<file path="config.mk">
export PLATFORM = sky130hd
export DESIGN_NAME = skt_cell
export DESIGN_NICKNAME = d
export VERILOG_FILES = /design/src/design/skt_pkg.sv /design/src/design/skt_cell.sv
export SDC_FILE = /design/constraint.sdc
export NUM_CORES = 1
export LEC_CHECK = 0
export ABC_AREA = 1
export BUFFER_PORTS_ARGS = -buffer_cell sky130_fd_sc_hd__buf_2
export CORE_UTILIZATION = 25
export CTS_BUF_LIST = sky130_fd_sc_hd__clkbuf_8
export CTS_CLUSTER_DIAMETER = 50
export DETAILED_ROUTE_END_ITERATION = 10
export SYNTH_ARGS = -nofsm -noshare
export SYNTH_HDL_FRONTEND = slang
export SYNTH_SLANG_ARGS = --single-unit
</file>
<file path="constraint.sdc">
create_clock -name i_clk -period 7.49 [get_ports i_clk]
set_clock_uncertainty 0.2 [all_clocks]
set_input_delay 1.498 -clock i_clk [delete_from_list [all_inputs] [get_ports i_clk]]
set_output_delay 1.498 -clock i_clk [all_outputs]
set_load 0.005 [all_outputs]
</file>
<file path="src/design/skt_pkg.sv">
// Shared types and constants for the sorted key table.
package skt_pkg;

    localparam int unsigned DEPTH_DEFAULT = 64;
    localparam int unsigned FUNC_W        = 3;
    localparam int unsigned KEY_W         = 32;
    localparam int unsigned PAY_W         = 32;
    localparam int unsigned POS_W         = 6;
    localparam int unsigned STATUS_W      = 2;
    localparam int unsigned COUNT_W       = 7;

    typedef enum logic [FUNC_W-1:0] {
        FN_INSERT = 3'd0,
        FN_SEARCH = 3'd1,
        FN_DELETE = 3'd2,
        FN_HEAD   = 3'd3,
        FN_TAIL   = 3'd4,
        FN_READ   = 3'd5
    } t_func;

    typedef enum logic [STATUS_W-1:0] {
        STAT_OK        = 2'd0,
        STAT_NOT_FOUND = 2'd1,
        STAT_FULL      = 2'd2
    } t_status;

    typedef enum logic {
        ST_IDLE,
        ST_EXEC
    } t_state;

    typedef struct packed {
        logic                    capture;
        logic                    exec_insert;
        logic                    exec_delete;
        logic                    exec_shift;
        t_func                   func;
        logic signed [KEY_W-1:0] key;
        logic [PAY_W-1:0]        payload;
        logic [POS_W-1:0]        position;
    } t_cell_cmd;

endpackage

</file>
<file path="src/design/skt_cell.sv">
// One table cell: holds one entry, compares it with the request key and shifts with its neighbors.
module skt_cell #(
    parameter int unsigned INDEX = 0
) (
    input  logic                             i_clk,
    input  skt_pkg::t_cell_cmd               i_cmd,
    input  logic                             i_valid,
    input  logic                             i_next_valid,
    input  logic                             i_prev_less_now,
    input  logic                             i_prev_less,
    input  logic signed [skt_pkg::KEY_W-1:0] i_prev_key,
    input  logic [skt_pkg::PAY_W-1:0]        i_prev_payload,
    input  logic signed [skt_pkg::KEY_W-1:0] i_next_key,
    input  logic [skt_pkg::PAY_W-1:0]        i_next_payload,
    output logic                             o_less_now,
    output logic                             o_less,
    output logic                             o_sel,
    output logic signed [skt_pkg::KEY_W-1:0] o_key,
    output logic [skt_pkg::PAY_W-1:0]        o_payload
);

    logic signed [skt_pkg::KEY_W-1:0] r_key;
    logic signed [skt_pkg::KEY_W-1:0] n_key;
    logic [skt_pkg::PAY_W-1:0]        r_payload;
    logic [skt_pkg::PAY_W-1:0]        n_payload;
    logic                             r_less;
    logic                             r_sel;
    logic                             n_sel;
    logic                             eq_now;

    assign o_less_now = i_valid && ($signed(r_key) < $signed(i_cmd.key));
    assign eq_now     = i_valid && (r_key == i_cmd.key);

    always_comb begin
        unique case (i_cmd.func) inside
            skt_pkg::FN_SEARCH, skt_pkg::FN_DELETE: begin
                n_sel = eq_now && i_prev_less_now && !o_less_now;
            end
            skt_pkg::FN_HEAD: begin
                n_sel = i_valid && (INDEX == 32'd0);
            end
            skt_pkg::FN_TAIL: begin
                n_sel = i_valid && !i_next_valid;
            end
            skt_pkg::FN_READ: begin
                n_sel = i_valid && (32'(i_cmd.position) == INDEX);
            end
            default: begin
                n_sel = 1'b0;
            end
        endcase
    end

    always_comb begin
        n_key     = r_key;
        n_payload = r_payload;
        if (i_cmd.exec_insert) begin
            if (!r_less) begin
                if (i_prev_less) begin
                    n_key     = i_cmd.key;
                    n_payload = i_cmd.payload;
                end else begin
                    n_key     = i_prev_key;
                    n_payload = i_prev_payload;
                end
            end
        end else if ((i_cmd.exec_delete && !r_less) || i_cmd.exec_shift) begin
            n_key     = i_next_key;
            n_payload = i_next_payload;
        end
    end

    always_ff @(posedge i_clk) begin
        r_key     <= n_key;
        r_payload <= n_payload;
        if (i_cmd.capture) begin
            r_less <= o_less_now;
            r_sel  <= n_sel;
        end
    end

    assign o_less    = r_less;
    assign o_sel     = r_sel;
    assign o_key     = r_key;
    assign o_payload = r_payload;

endmodule

</file>
==> out/results.ini, run 1 <==
[global_routing]
antenna_found_initial=1
grt_overflow=0
met3_usage=0.0446
grt.met1_usage=0.177
grt_use_met2=0.282
grt_pass1_wl_um=21200
grt_pass1_vias=4264
busiest_layer=met2
grt_util_all_layers=0.159
grt_max_degree=85

[clock_tree]
cts_num_sinks=66
clock_path_buffers=2
cts-root-buf=clkbuf_8
tritoncts=built
worstSkewPairLatency_ns=0.36
cts_buffers=9
h-tree-depth=3
post_cts.repair.setup_buffers=0
clk_pin_slew_ns=0.08
cts_hold_buffers=0
cts_resized=0

[logic_synthesis]
yosys.cell_count.top_type=nand2_1
yosys_register_bits=66
synth-edff-count=66
ys.flop_type=edfxtp_1
yosys.area.top_type=edfxtp_1
yosysSeqAreaShare=0.470
synth_cell_types=26
synth_top_area_share=0.470
synth_nets=755
yosys-top-cells-area=edfxtp_1, nand2_1, a31oi_1
synth_cells=513
ys_warn_count=0
synth_async_sr_flop_share=0
netlist_top_cells_count=nand2_1, nor2_1, edfxtp_1, a31oi_1, inv_1
syn_area_um2=4220
syn_area_per_cell_um2=8.22

[setup_path]
crit_arrival_ns=2.89
endpoint_kind=output port
path_max_fanout=4
r2r_cells=2
crit_required_ns=5.79
cp-start-kind=input port
critPathKind=input port to output port

[timing]
hold_viol_final=0
min_period_over_period=0.613
layout_min_cycle_time_ns=4.59
finalSetupViolCount=0
fmax_ghz=0.218
grt_setup_unrepaired=false
slew_headroom=0.208
tns_ns=0
tightestPinTransition_ns=1.19
drv_slew=0

[routing]
via_count=4400
drc=0
finalWirelength_um=13700
routed_via_density=4.39
wl_per_cell_um=13.7
drtIter0Drc=173
antenna_left=0
first_pass_iters=5

[min_path]
hold_class=flip-flop to flip-flop
hold_depth=5

[die]
die_area_um2=17400
initial_core_util=0.255
core_area_um2=16500
die_h_um=132
rows=47
die_w_um=132
io_pins=277

[final_layout]
design_area_um2=6010
multiInputGateArea_um2=1960
drive_gt1_frac=0.394
nNetsFinal=1018
area_growth_pct=42.7
seq_area_um2=1980
num-fill-cells=1773

[outcome]
outcome=finished, final reports clean

[pwr]
vdd_ir_drop_max_mv=0.0925
power.leakage_nw=3.00
power.density_nw_per_um2=179

[placed_design]
dp_hpwl_um=10300
io_buffers=276
placed_cell_area_um2=5790
gp_congestion=0.827

[job]
maxCapViolCount=0

[kinds of logic (layout without fill, tap and decap cells)]
| kind of cell | count (synthesis) | count (layout) | synth area share |
|---|---|---|---|
| AND/OR/NAND/NOR | 257 | 257 | 0.242 |
| flip-flops | 66 | 66 | 0.470 |
| buffers and inverters | 72 | 340 | 0.0677 |
| AO/OA/AOI/OAI | 86 | 86 | 0.125 |
| other | 0 | 1 | 0 |
| adder cells (fa/ha/maj) | 32 | 32 | 0.0950 |
[per-stage QoR]
stage	instances	worst slack, ns	total power, W	hold WS, ns	util
CTS	1001	2.85	0.00110	0.748	0.364
global route	1002	2.71	0.00114	0.795	0.364
finish	1002	2.90	0.00107	0.720	0.364
detailed placement	985	2.87	0.000751	0.720	0.351
global placement	985	2.85	0.000747	0.742	0.351
floorplan	513	1.74	0.000615	0.617	-
[worst paths after layout]
kind,from,end,slack (ns)
max,i_cmd[69],o_less_now,2.90
min,o_key[31]$_DFFE_PP_,o_sel$_DFFE_PP_,0.72
max reg2reg,o_less$_DFFE_PP_,o_key[9]$_DFFE_PP_,5.05
min reg2reg,o_key[31]$_DFFE_PP_,o_sel$_DFFE_PP_,0.72
[report_power, final]
group          total [W]  switching (W)  internal, W
logic           0.000261       0.000144     0.000118
registers       0.000475      0.0000155     0.000460
clock network   0.000338       0.000151     0.000187
total            0.00107       0.000310     0.000765
[layout by cell type (no fill, tap or decap), types with 2 or more instances in the layout]
cell,netlist,routed
buf_4,0,4
clkbuf_8,0,9
nor2_2,2,2
bufinv_16,0,2
nand3_1,3,3
a31oi_1,64,64
inv_1,41,42
nand4_1,4,4
a21oi_1,13,13
a21oi_2,2,2
nor2_1,73,73
edfxtp_1,66,66
ha_1,32,32
o21ai_0,3,3
buf_2,12,275
nand2_1,169,169
inv_2,4,4
[final cells by class]
cell class,instances,share of cell area
Clock inverter,7,0.0156
Tap cell,220,0.0458
Timing Repair Buffer,279,0.234
Multi-Input combinational cell,375,0.326
Inverter,45,0.0281
Antenna cell,1,0.000416
Sequential cell,66,0.330
Clock buffer,9,0.0206
[metal layers]
layer / up-vias / share of wire / routed length [um]
li1: 2267 / - / -
met1: 1926 / 0.42 / 5750
met2: 192 / 0.49 / 6690
met3: 15 / 0.074 / 1010
met4: 0 / 0.018 / 244
met5: - / 0 / 0
[worst max-delay path: stages]
cell and delay [ns]:
buf_2 0.10, inv_1 0.04, ha_1 0.35, a21oi_1 0.16, o21a_2 0.15, nand2_1 0.09
a21oi_2 0.13, nand2_1 0.06, nand2_1 0.06, nand3_2 0.07, inv_1 0.08, buf_2 0.11
[registers in the layout, summed over array words and instances, names as in the netlist]
register   flops
o_key         32
o_less         1
o_sel          1
o_payload     32
Power figures use the tool's default switching activity.
==> run 2: changes to the inputs <==
==> constraint.sdc (replaced) <==
create_clock -name i_clk -period 3.8 [get_ports i_clk]
set_clock_uncertainty 0.2 [all_clocks]
set_input_delay 0.76 -clock i_clk [delete_from_list [all_inputs] [get_ports i_clk]]
set_output_delay 0.76 -clock i_clk [all_outputs]
set_load 0.005 [all_outputs]
==> out/results.ini, run 2 (synthesis gave the netlist of run 1 again) <==
[routing]
antenna_left=0  ; unchanged
first_pass_iters=4  ; -1
finalWirelength_um=13900  ; +1.8%
routed_via_density=4.43  ; +0.98%
drc=0  ; unchanged
wl_per_cell_um=13.9  ; +1.8%
via_count=4443  ; +0.98%
drtIter0Drc=182  ; +5.2%

[final_layout]
fin_cells=1002  ; unchanged
mostFrequentLayoutCell=buf_2
area_growth_pct=41.7
nNetsFinal=1020  ; +0.20%
antenna_cells=0  ; -1
drive_gt1_frac=0.393  ; -0.00178
layout_common_cells=buf_2, nand2_1, nor2_1

[clock_tree]
clock_path_buffers=2  ; unchanged
clk_pin_slew_ns=0.06  ; -0.02 ns
cts-root-buf=clkbuf_8
cts_hold_buffers=0  ; unchanged
post_cts.repair.setup_buffers=0  ; unchanged
cts_buffers=9  ; unchanged
tritoncts=built
cts_resized=0  ; unchanged
worstSkewPairLatency_ns=0.35  ; about the same
cts_num_sinks=66  ; unchanged
h-tree-depth=3  ; unchanged

[die]
die_w_um=132  ; unchanged
initial_core_util=0.255  ; unchanged
core_area_um2=16500  ; unchanged
die_h_um=132  ; unchanged
io_pins=277  ; unchanged
rows=47  ; unchanged
die_area_um2=17400  ; unchanged

[placed_design]
place_inst=987  ; +0.20%
dp_hpwl_um=10600  ; +3.0%
io_buffers=276  ; unchanged
gp_congestion=0.802  ; -3.0%

[setup_path]
endpoint_kind=output port
critPathKind=input port to output port
cpMaxStageDelayCell=ha_1
rrSetupSlack_ns=1.75  ; -3.30 ns
slowest_delay_ns=0.36  ; about the same
cp_top_family=compound AO/OA/AOI/OAI gates
crit_buf_inv=4  ; unchanged
cp-start-kind=input port
crit_arrival_ns=2.15  ; -0.74 ns
crit_required_ns=2.84  ; -2.95 ns
path_cells=buf_2 -> inv_1 -> ha_1 -> a21oi_1 -> o21a_2 -> nand2_1 -> a21oi_2 -> nand2_1 -> nand2_1 -> nand3_2 -> inv_1 -> buf_2
cp_common_cell=nand2_1
path_max_fanout=4  ; unchanged

[global_routing]
grt_util_all_layers=0.164  ; +0.00459
grt_max_degree=65  ; -24%
grt_overflow=0  ; unchanged
grt_pass1_wl_um=21900  ; +3.5%
antenna_found_initial=0  ; -1
grt_pass1_vias=4308  ; +1.0%

[job]
maxCapViolCount=0  ; unchanged

[timing]
finalSetupViolCount=0  ; unchanged
tightestPinTransition_ns=0.978  ; -0.208 ns
fmax_ghz=0.322
drv_slew=0  ; unchanged
min_period_over_period=0.818
slew_headroom=0.347  ; +0.139
layout_min_cycle_time_ns=3.11
grt_setup_unrepaired=false
tns_ns=0  ; unchanged
hold_viol_final=0  ; unchanged

[pwr]
power.leakage_nw=2.99  ; -0.39%
vdd_ir_drop_max_mv=0.145  ; +57%
power.density_nw_per_um2=328  ; +84%

[min_path]
hold_class=input port to flip-flop

[outcome]
outcome=finished, final reports clean

[run 2: cell count changes in the layout (fill, tap and decap cells not counted), sizes merged]
cell	previous run	this run
bufinv	2	0
buf	279	281
inv	47	46
diode	1	0
clkinv	2	5
clkinvlp	1	0
[run 2: metrics by stage]
stage / instance area, um^2 / worst slack (ns) / hold slack (ns) / total power [W] / utilization
3_3_place_gp: 5820 / 0.655 / 0.708 / 0.00148 / 0.352
2_1_floorplan: 4220 / 0.299 / 0.617 / 0.00121 / -
3_5_place_dp: 5820 / 0.674 / 0.712 / 0.00148 / 0.352
4_1_cts: 5970 / 0.661 / 0.414 / 0.00200 / 0.361
5_1_grt: 5970 / 0.456 / 0.425 / 0.00209 / 0.361
6_report: 5970 / 0.693 / 0.438 / 0.00196 / 0.361
[run 2: final timing paths]
kind / startpoint / to / depth (start not counted)
worst max-delay path: i_cmd[69] / o_less_now / 12
worst min-delay path: i_cmd[76] / o_less$_DFFE_PP_ / 1
worst max register to register: o_key[31]$_DFFE_PP_ / o_sel$_DFFE_PP_ / 10
worst min register to register: o_less$_DFFE_PP_ / o_key[19]$_DFFE_PP_ / 2
[run 2: report_power, final]
group	total (W)	internal [W]	switching [W]
Clock	0.000500	0.000223	0.000278
Sequential	0.000937	0.000906	0.0000313
Combinational	0.000521	0.000236	0.000285
[run 2: area by class of cell]
cell class | instances | area (um^2)
sequential | 66 | 1980
clock inverter | 6 | 26.3
clock buffer | 9 | 124
inverter | 45 | 169
tap | 220 | 275
multi-input combinational | 375 | 1960
timing repair buffer | 281 | 1430
fill | 1779 | 10600
[run 2: layer usage]
layer  wire length, um  vias up  part of all wire  GRT usage
met4               224        0             0.016     0.0588
met1              5860     1961              0.42      0.188
li1                  -     2276                 -          -
met3              1020       13             0.073     0.0450
met5                 0        -                 0          0
met2              6840      193              0.49      0.289
